### src/design/hsrt_pkg.sv
// Package for the humidity sensor read tracker.
// Holds request codes, pending-kind codes, frame byte positions, conversion wait tables and the CRC-8 step.
// No dependencies.
package hsrt_pkg;

   // request codes carried in req_tuser
   typedef enum logic [1:0] {
      REQ_TICK = 2'd0,
      REQ_TEMP = 2'd1,
      REQ_HUM  = 2'd2,
      REQ_BYTE = 2'd3
   } req_kind_type;

   // pending measurement kind
   localparam logic [1:0] KIND_NONE = 2'd0;
   localparam logic [1:0] KIND_TEMP = 2'd1;
   localparam logic [1:0] KIND_HUM  = 2'd2;

   // frame byte position
   localparam logic [1:0] POS_FIRST  = 2'd0;
   localparam logic [1:0] POS_SECOND = 2'd1;
   localparam logic [1:0] POS_THIRD  = 2'd2;

   localparam int          ElapsedW   = 7;
   localparam logic [6:0]  ElapsedMax = 7'd127;
   localparam logic [7:0]  CrcPoly    = 8'h31;
   localparam logic [15:0] RawMask    = 16'hFFFC;
   localparam logic [7:0]  StatusMask = 8'h03;

   // conversion wait in ms for a kind and resolution code
   function automatic logic [ElapsedW-1:0] wait_ms(input logic [1:0] kind,
                                                    input logic [1:0] res);
      logic [ElapsedW-1:0] t;
      t = '0;
      if (kind == KIND_TEMP) begin
         case (res)
            2'd0:    t = 7'd85;
            2'd1:    t = 7'd22;
            2'd2:    t = 7'd43;
            default: t = 7'd11;
         endcase
      end else begin
         case (res)
            2'd0:    t = 7'd29;
            2'd1:    t = 7'd4;
            2'd2:    t = 7'd9;
            default: t = 7'd15;
         endcase
      end
      return t;
   endfunction

   // one byte through CRC-8, MSB first, eight shift steps
   function automatic logic [7:0] crc8_step(input logic [7:0] crc, input logic [7:0] data);
      logic [7:0] c;
      c = crc ^ data;
      for (int i = 0; i < 8; i++) begin
         if (c[7]) c = {c[6:0], 1'b0} ^ CrcPoly;
         else      c = {c[6:0], 1'b0};
      end
      return c;
   endfunction

endpackage

### src/design/humidity_sensor_read_tracker_top.sv
// Top level of the humidity sensor read tracker.
// Depends on hsrt_pkg (codes, wait tables, CRC-8 step).
//
//   channel  | direction | tdata                         | tuser
//   ---------+-----------+-------------------------------+------------------------
//   req      | in        | data_byte[7:0]                | req_type[1:0]
//   rsp      | out       | ready_res, pending_kind,      | frame_done, frame_kind
//            |           | raw_value, status_bits, crc   |
//   csr      | in        | resolution[1:0] on csr_wen    | -
//
// One item per cycle while rsp is not stalled; the result is registered and appears in the cycle after the transfer in.
// The rsp output register parts the two sides: req_tready stays high while that
// register is empty or being drained in the same cycle.
// The CRC of the first byte is taken when it arrives, so the third byte sees one
// CRC-8 step plus the compare.
// reset is synchronous, active high, and clears tracker state and rsp_tvalid.
module humidity_sensor_read_tracker_top (
   input  logic        clock,
   input  logic        reset,
   // configuration
   input  logic        csr_wen,
   input  logic [1:0]  csr_wdata,   // resolution
   // request channel
   input  logic        req_tvalid,
   output logic        req_tready,
   input  logic [7:0]  req_tdata,   // [7:0] data_byte
   input  logic [1:0]  req_tuser,   // [1:0] req_type
   // result channel
   output logic        rsp_tvalid,
   input  logic        rsp_tready,
   output logic [23:0] rsp_tdata,   // [0] ready_res, [2:1] pending_kind, [18:3] raw_value,
                                    // [20:19] status_bits, [21] crc_error, [23:22] zero
   output logic [2:0]  rsp_tuser    // [0] frame_done, [2:1] frame_kind
);

   logic [1:0] resolution_ff;
   logic [1:0] pending_ff,  pending_in;
   logic [6:0] elapsed_ff,  elapsed_in;
   logic [1:0] count_ff,    count_in;
   logic [7:0] first_ff,    first_in;
   logic [7:0] second_ff,   second_in;
   logic [7:0] crc1_ff,     crc1_in;

   logic        rsp_valid_ff, rsp_valid_in;
   logic [23:0] rsp_data_ff,  rsp_data_in;
   logic [2:0]  rsp_user_ff,  rsp_user_in;

   logic        accept;
   logic        done;
   logic [1:0]  fkind;
   logic [15:0] raw;
   logic [1:0]  status;
   logic        crc_err;
   logic        ready;
   logic [7:0]  crc_full;

   assign req_tready = !rsp_valid_ff || rsp_tready;
   assign accept     = req_tvalid && req_tready;

   // resolution register
   always_ff @(posedge clock) begin
      if (reset)        resolution_ff <= 2'd0;
      else if (csr_wen) resolution_ff <= csr_wdata;
   end

   // next tracker state and result fields
   always_comb begin
      pending_in = pending_ff;
      elapsed_in = elapsed_ff;
      count_in   = count_ff;
      first_in   = first_ff;
      second_in  = second_ff;
      crc1_in    = crc1_ff;
      done       = 1'b0;
      fkind      = hsrt_pkg::KIND_NONE;
      raw        = '0;
      status     = '0;
      crc_err    = 1'b0;
      crc_full   = hsrt_pkg::crc8_step(crc1_ff, second_ff);
      case (hsrt_pkg::req_kind_type'(req_tuser))
         hsrt_pkg::REQ_TICK: begin
            if (elapsed_ff != hsrt_pkg::ElapsedMax) elapsed_in = elapsed_ff + 7'd1;
         end
         hsrt_pkg::REQ_TEMP, hsrt_pkg::REQ_HUM: begin
            pending_in = req_tuser;
            elapsed_in = '0;
            count_in   = hsrt_pkg::POS_FIRST;
         end
         hsrt_pkg::REQ_BYTE: begin
            case (count_ff)
               hsrt_pkg::POS_FIRST: begin
                  first_in = req_tdata;
                  crc1_in  = hsrt_pkg::crc8_step(8'h00, req_tdata);
                  count_in = hsrt_pkg::POS_SECOND;
               end
               hsrt_pkg::POS_SECOND: begin
                  second_in = req_tdata;
                  count_in  = hsrt_pkg::POS_THIRD;
               end
               default: begin
                  done       = 1'b1;
                  fkind      = pending_ff;
                  raw        = {first_ff, second_ff} & hsrt_pkg::RawMask;
                  status     = 2'(second_ff & hsrt_pkg::StatusMask);
                  crc_err    = (crc_full != req_tdata);
                  pending_in = hsrt_pkg::KIND_NONE;
                  count_in   = hsrt_pkg::POS_FIRST;
               end
            endcase
         end
         default: ;
      endcase
      // ready against the state after this item
      ready = ((pending_in == hsrt_pkg::KIND_TEMP) || (pending_in == hsrt_pkg::KIND_HUM))
              && (elapsed_in >= hsrt_pkg::wait_ms(pending_in, resolution_ff));
      rsp_data_in = {2'b00, crc_err, status, raw, pending_in, ready};
      rsp_user_in = {fkind, done};
   end

   // tracker state, updated on each input transfer
   always_ff @(posedge clock) begin
      if (reset) begin
         pending_ff <= hsrt_pkg::KIND_NONE;
         elapsed_ff <= '0;
         count_ff   <= hsrt_pkg::POS_FIRST;
         first_ff   <= '0;
         second_ff  <= '0;
         crc1_ff    <= '0;
      end else if (accept) begin
         pending_ff <= pending_in;
         elapsed_ff <= elapsed_in;
         count_ff   <= count_in;
         first_ff   <= first_in;
         second_ff  <= second_in;
         crc1_ff    <= crc1_in;
      end
   end

   // output register
   always_comb begin
      rsp_valid_in = rsp_valid_ff;
      if (accept)          rsp_valid_in = 1'b1;
      else if (rsp_tready) rsp_valid_in = 1'b0;
   end

   always_ff @(posedge clock) begin
      if (reset) rsp_valid_ff <= 1'b0;
      else       rsp_valid_ff <= rsp_valid_in;
   end

   always_ff @(posedge clock) begin
      if (accept) begin
         rsp_data_ff <= rsp_data_in;
         rsp_user_ff <= rsp_user_in;
      end
   end

   assign rsp_tvalid = rsp_valid_ff;
   assign rsp_tdata  = rsp_data_ff;
   assign rsp_tuser  = rsp_user_ff;

   // frame position never reaches the unused code
   a_count_range: assert property (@(posedge clock) disable iff (reset)
      count_ff != 2'd3)
      else $error("frame byte count out of range");

   // a finished frame always leaves nothing pending
   a_done_clears: assert property (@(posedge clock) disable iff (reset)
      (rsp_valid_ff && rsp_user_ff[0]) |-> (rsp_data_ff[2:1] == hsrt_pkg::KIND_NONE))
      else $error("pending kind not cleared after frame");

   // frame fields are zero unless the frame completed
   a_frame_zero: assert property (@(posedge clock) disable iff (reset)
      (rsp_valid_ff && !rsp_user_ff[0]) |->
         (rsp_data_ff[21:3] == '0 && rsp_user_ff[2:1] == hsrt_pkg::KIND_NONE))
      else $error("frame fields set without a completed frame");

   // saturated counter holds unless a request restarts it
   a_elapsed_sat: assert property (@(posedge clock) disable iff (reset)
      (elapsed_ff == hsrt_pkg::ElapsedMax && !(accept &&
         (req_tuser == hsrt_pkg::REQ_TEMP || req_tuser == hsrt_pkg::REQ_HUM)))
      |=> (elapsed_ff == hsrt_pkg::ElapsedMax))
      else $error("elapsed counter left saturation");

   // ready only with a measurement pending
   a_ready_pending: assert property (@(posedge clock) disable iff (reset)
      (rsp_valid_ff && rsp_data_ff[0]) |-> (rsp_data_ff[2:1] != hsrt_pkg::KIND_NONE))
      else $error("ready raised with nothing pending");

endmodule
### config.mk
export PLATFORM = sky130hd
export DESIGN_NAME = humidity_sensor_read_tracker_top
export DESIGN_NICKNAME = d
export VERILOG_FILES = /design/src/design/hsrt_pkg.sv /design/src/design/humidity_sensor_read_tracker_top.sv
export SDC_FILE = /design/constraint.sdc
export NUM_CORES = 1
export LEC_CHECK = 0
export BUFFER_PORTS_ARGS = -buffer_cell sky130_fd_sc_hd__buf_2
export CORE_ASPECT_RATIO = 0.6
export CORE_MARGIN = 2
export CORE_UTILIZATION = 58
export DETAILED_ROUTE_END_ITERATION = 16
export GPL_TIMING_DRIVEN = 0
export PLACE_DENSITY = 0.81
export SYNTH_ARGS = -nofsm -noshare
export SYNTH_HDL_FRONTEND = slang
export SYNTH_SLANG_ARGS = --single-unit
### constraint.sdc
create_clock -name clock -period 7.48 [get_ports clock]
set_clock_uncertainty 0.2 [all_clocks]
set_input_delay 0.748 -clock clock [delete_from_list [all_inputs] [get_ports clock]]
set_output_delay 0.748 -clock clock [all_outputs]
set_load 0.005 [all_outputs]
# Yosys cells after proc, flatten, opt, wreduce, memory -nomap -nowiden
# Index checks and enable logic that the tools add are counted.
# W data, S select, Z words.
# word_totals
ff_bits	63
# op_classes
n_addsub	1
order_cmp	1
n_eq_ne	10
muxes	42
n_bitwise	18
n_reduce_logical	16
# op_table
cell	count
$mux W8	14
$mux W6	16
$not A3 Y3	16
$pmux W7 S3	1
$pmux W5 S3	1
$mux W7	2
$pmux W7 S2	1
$pmux W2 S2	3
$eq A2 B1 Y1 const B	4
$eq A2 B2 Y1 const B	4
$ne A8 B8 Y1	1
$xor A8 B8 Y8	1
$add A7 B1 Y7 const B	1
$ge A7 B7 Y1	1
$ne A7 B7 Y1 const B	1
$logic_not A2 Y1	3
$reduce_and A3 Y1	2
$reduce_bool A2 Y1	2
$reduce_or A2 Y1	2
$mux W1	3
$reduce_or A3 Y1	1
$logic_and A1 B1 Y1	2
$logic_or A1 B1 Y1	2
$mux W2	1
3 further kinds	3

# Logic depth before layout (Yosys ltp)
# logic_depth
depth_word	30
depth_mapped	14
ltp_nobuf	13

# Least setup slack after synthesis
# OpenSTA, ideal clock, no wires.
# synth_path
kind	input -> register
from	input port req_tuser[1]
to	register rsp_data_ff[0] (netlist: rsp_tdata[0]) (data pin)
t_arrival_ns	2.617
required_time_ns	7.026
slack_ns	4.410
path_stages	13
n_path_buf	1
cell_sequence	clkbuf_1 o21ai_0 nand2_1 o21ai_0 ha_1 nand2_1 o31ai_1 ha_1 a21o_1 a21oi_1 o21ai_1 a21oi_1 nor2_1
# synth_between
elab_chain_cells	7
word_cells_on_any_way	13
# synth_lines
element	line_no	rtl
start, declared	humidity_sensor_read_tracker_top.sv:27	input logic [1:0] req_tuser,
$eq A2 B1 Y1 / $eq A2 B2 Y1 (equally long branches)	humidity_sensor_read_tracker_top.sv:80	case (hsrt_pkg::req_kind_type'(req_tuser))
$reduce_or A2 Y1	humidity_sensor_read_tracker_top.sv:80	
$pmux W2 S2 *	humidity_sensor_read_tracker_top.sv:80	
named net pending_in[0]	humidity_sensor_read_tracker_top.sv:37	logic [1:0] pending_ff, pending_in;
$eq A2 B1 Y1	hsrt_pkg.sv:35, humidity_sensor_read_tracker_top.sv:114	
$mux W7	hsrt_pkg.sv:35	if (kind == KIND_TEMP) begin
$ge A7 B7 Y1	humidity_sensor_read_tracker_top.sv:115	&& (elapsed_in >= hsrt_pkg::wait_ms(pending_in, resolution_ff));
$logic_and A1 B1 Y1 *	humidity_sensor_read_tracker_top.sv:115	
named net ready	humidity_sensor_read_tracker_top.sv:54	logic ready;
end signal, assigned	humidity_sensor_read_tracker_top.sv:153	rsp_data_ff <= rsp_data_in;
end, declared	humidity_sensor_read_tracker_top.sv:45	logic [23:0] rsp_data_ff, rsp_data_in;
# Mark *: on every way through the listed nets, which the timed path passes. The rest lies on a longest branch.
# A chain may end at the register's enable or synchronous reset.

# Worst setup path in the final report
# Same ends and word-level chain as after synthesis.

==> flow_summary.json <==
{
  "grt_pass1_vias": 2157,
  "gp_congestion": 0.873,
  "dr.pass1.iters": 5,
  "synth_seq_area_share_pct": 45.9,
  "syn_to_final_growth_pct": 15.5,
  "final_util_pct": 70.9,
  "synth-edff-count": 23,
  "cts_tree": "yes",
  "io_buffers": 35,
  "crit_arrival_ps": 3230,
  "cap_viol_max_count": 0,
  "dp_hpwl_um": 4710,
  "vias": 2450,
  "finalPower_uw": 787,
  "drv_slew": 0,
  "regArea_mm2": 0.00145,
  "tightest_slew_ps": 1120,
  "regToRegStartpoint": "elapsed_ff[2]",
  "worstPathMaxFanout": 10,
  "grtUsageTotal_pct": 24.0,
  "power.leakage_uw": 0.00154,
  "synth_ff_type": "dfxtp_1",
  "finalHoldViolCount": 0,
  "critical_path_class": "input pin to register",
  "min_to": "first_ff[3]",
  "rows": 20,
  "async_flop_share_pct": 0,
  "syn_avg_cell_area_um2": 9.39,
  "cp-start-kind": "input pin",
  "min_period_over_period_pct": 44.6,
  "max-clock-path-buffers": 2,
  "timing.fmax_mhz": 299,
  "vdd_ir_drop_max_mv": 0.143,
  "worst_slack_ps": 4140,
  "yosysTopAreaCell": "dfxtp_1",
  "drive_gt1_share_pct": 16.6,
  "drtIter0Drc": 237,
  "cts.sinks": 61,
  "ff2ff_path_depth": 13,
  "setup_tns_ps": 0,
  "fillers": 395,
  "ctsHoldBuffers": 0,
  "nets": 417,
  "grt_overflow": 0,
  "ys_ff_latch": 61,
  "wl_per_cell_um": 14.8,
  "synth_commonest_cells": "nand2_1 (45), nor2_1 (40), dfxtp_1 (38)",
  "cts_buffers": 9,
  "worstReg2RegEnd": "rsp_tdata[0]",
  "drc": 0,
  "postCtsSetupBuffers": 0,
  "die_h_um": 61.2,
  "start_util_pct": 61.4,
  "antennaDiodeCount": 0,
  "synth_cells": 337,
  "dp_slack_ps": 3880,
  "core_area_mm2": 0.00515,
  "clk_pin_slew_ps": 70,
  "slew_headroom_pct": 25.2,
  "dieArea_mm2": 0.00608,
  "p_per_area_mw_per_mm2": 215,
  "syn-cell-area_mm2": 0.00316,
  "hp-start": "first_ff[3]",
  "fin_crit_ps": 3340,
  "wirelength_um": 6750,
  "ioPinCount": 46,
  "ys_warn_count": 0,
  "status": "finished, final reports clean",
  "grt_max_degree": 33,
  "root_buffer": "clkbuf_8",
  "antenna_found_initial": 0,
  "vias_per_cell": 5.36,
  "synth_top_area_share_pct": 24.1,
  "hp-class": "register to register",
  "endpoint_kind": "register",
  "synth.most_common_cell": "nand2_1",
  "postRouteAntennaNets": 0,
  "synth_cell_types": 40,
  "required_ps": 7380,
  "grt_pass1_wl_um": 10900,
  "cts-resized-gates": 0,
  "die_w_um": 99.3,
  "rsz0062_at_grt": "false",
  "setup_violations": 0,
  "r2r_slack_ps": 4370,
  "multiInputGateArea_mm2": 0.00159,
  "ys_top_cells_by_area": "dfxtp_1 (24%), edfxtp_1 (22%), ha_1 (5.5%)",
  "worstSkewPairLatency_ps": 340,
  "cts-htree-levels": 3,
  "holdPathStages": 2
}
==> power breakdown <==
group	internal [µW]	total [µW]	switching, µW
clock	189	327	138
combinational	39.2	96.3	57.1
sequential	357	363	6.60
total	585	787	202
==> how the worst max path moves through the flow <==
| stage | from | end | slack (ps) | cells after the start |
|---|---|---|---|---|
| finish | req_tuser[1] | rsp_tdata[0] | 4140 | 12 |
| global route | req_tuser[1] | rsp_tdata[0] | 3950 | 12 |
| CTS | req_tuser[1] | rsp_tdata[0] | 4230 | 12 |
| detailed placement | req_tuser[1] | rsp_tdata[0] | 3880 | 12 |
| global placement | req_tuser[1] | rsp_tdata[0] | 3940 | 12 |
| floorplan | req_tuser[1] | rsp_tdata[0] | 4410 | 13 |
==> critical path: stages <==
cell and delay [ps]:
buf_2 100, clkbuf_1 230, o21ai_0 780, ha_1 350, nand2_1 90, o31ai_1 90
ha_1 280, a21o_1 160, a21oi_1 130, o21ai_1 80, a21oi_1 140, nor2_1 50
==> through the flow <==
step,hold slack (ps),cells,instance area [µm²]
floorplan,232,340,3170
global placement,241,441,3430
detailed placement,247,441,3430
CTS,257,457,3650
global route,281,457,3650
finish,255,457,3650
==> cells in the final DEF, fill, tap and decap left out, types with 3 or more instances in the layout <==
| cell type | instances |
|---|---|
| nand2_1 | 45 |
| nor2_1 | 40 |
| buf_2 | 39 |
| dfxtp_1 | 38 |
| edfxtp_1 | 23 |
| a21oi_1 | 21 |
| xnor2_1 | 20 |
| and2_1 | 19 |
| xor2_1 | 15 |
| clkbuf_1 | 14 |
| ha_1 | 14 |
| mux2i_1 | 12 |
| clkbuf_8 | 9 |
| o21ai_0 | 7 |
| inv_1 | 6 |
| nor3_1 | 6 |
| nand3_1 | 5 |
| o21ai_1 | 5 |
| a22oi_1 | 5 |
| a211oi_1 | 4 |
| buf_4 | 4 |
| conb_1 | 4 |
| a21o_1 | 3 |
| xnor2_2 | 3 |
==> layer usage <==
layer	global-route usage, %	vias to the layer above	part of all wire (%)
met5	0	-	0
met1	33.9	1121	50
li1	-	1232	-
met4	6.65	0	0.81
met3	10.1	6	9.6
met2	34.1	91	40
==> flip-flops by register name, indices dropped and copies added, names as in the netlist, 3 cells and up <==
name	cells
rsp_tuser	3
first_ff	8
crc1_ff	8
rsp_tdata	20
elapsed_ff	7
second_ff	8
==> logic make-up (layout without fill, tap and decap cells) <==
group	count (synthesis)	after routing	synth area share, %
compound gates	54	54	10.4
mux	12	12	3.80
other cells	1	4	0.119
fa+ha+maj	14	14	5.54
xor+xnor	38	38	11.2
flops	61	61	45.9
buf+inv	31	82	4.31
simple gates	126	126	18.7
==> layout make-up <==
| cell class | count | area share [%] |
|---|---|---|
| buffer | 23 | 2.91 |
| multi-input combinational | 248 | 43.4 |
| tap | 66 | 2.26 |
| sequential | 61 | 39.7 |
| inverter | 8 | 0.822 |
| clock buffer | 9 | 3.39 |
| clock inverter | 7 | 2.70 |
| timing repair buffer | 35 | 4.79 |
Note: power is estimated with default switching activity, not from simulation.
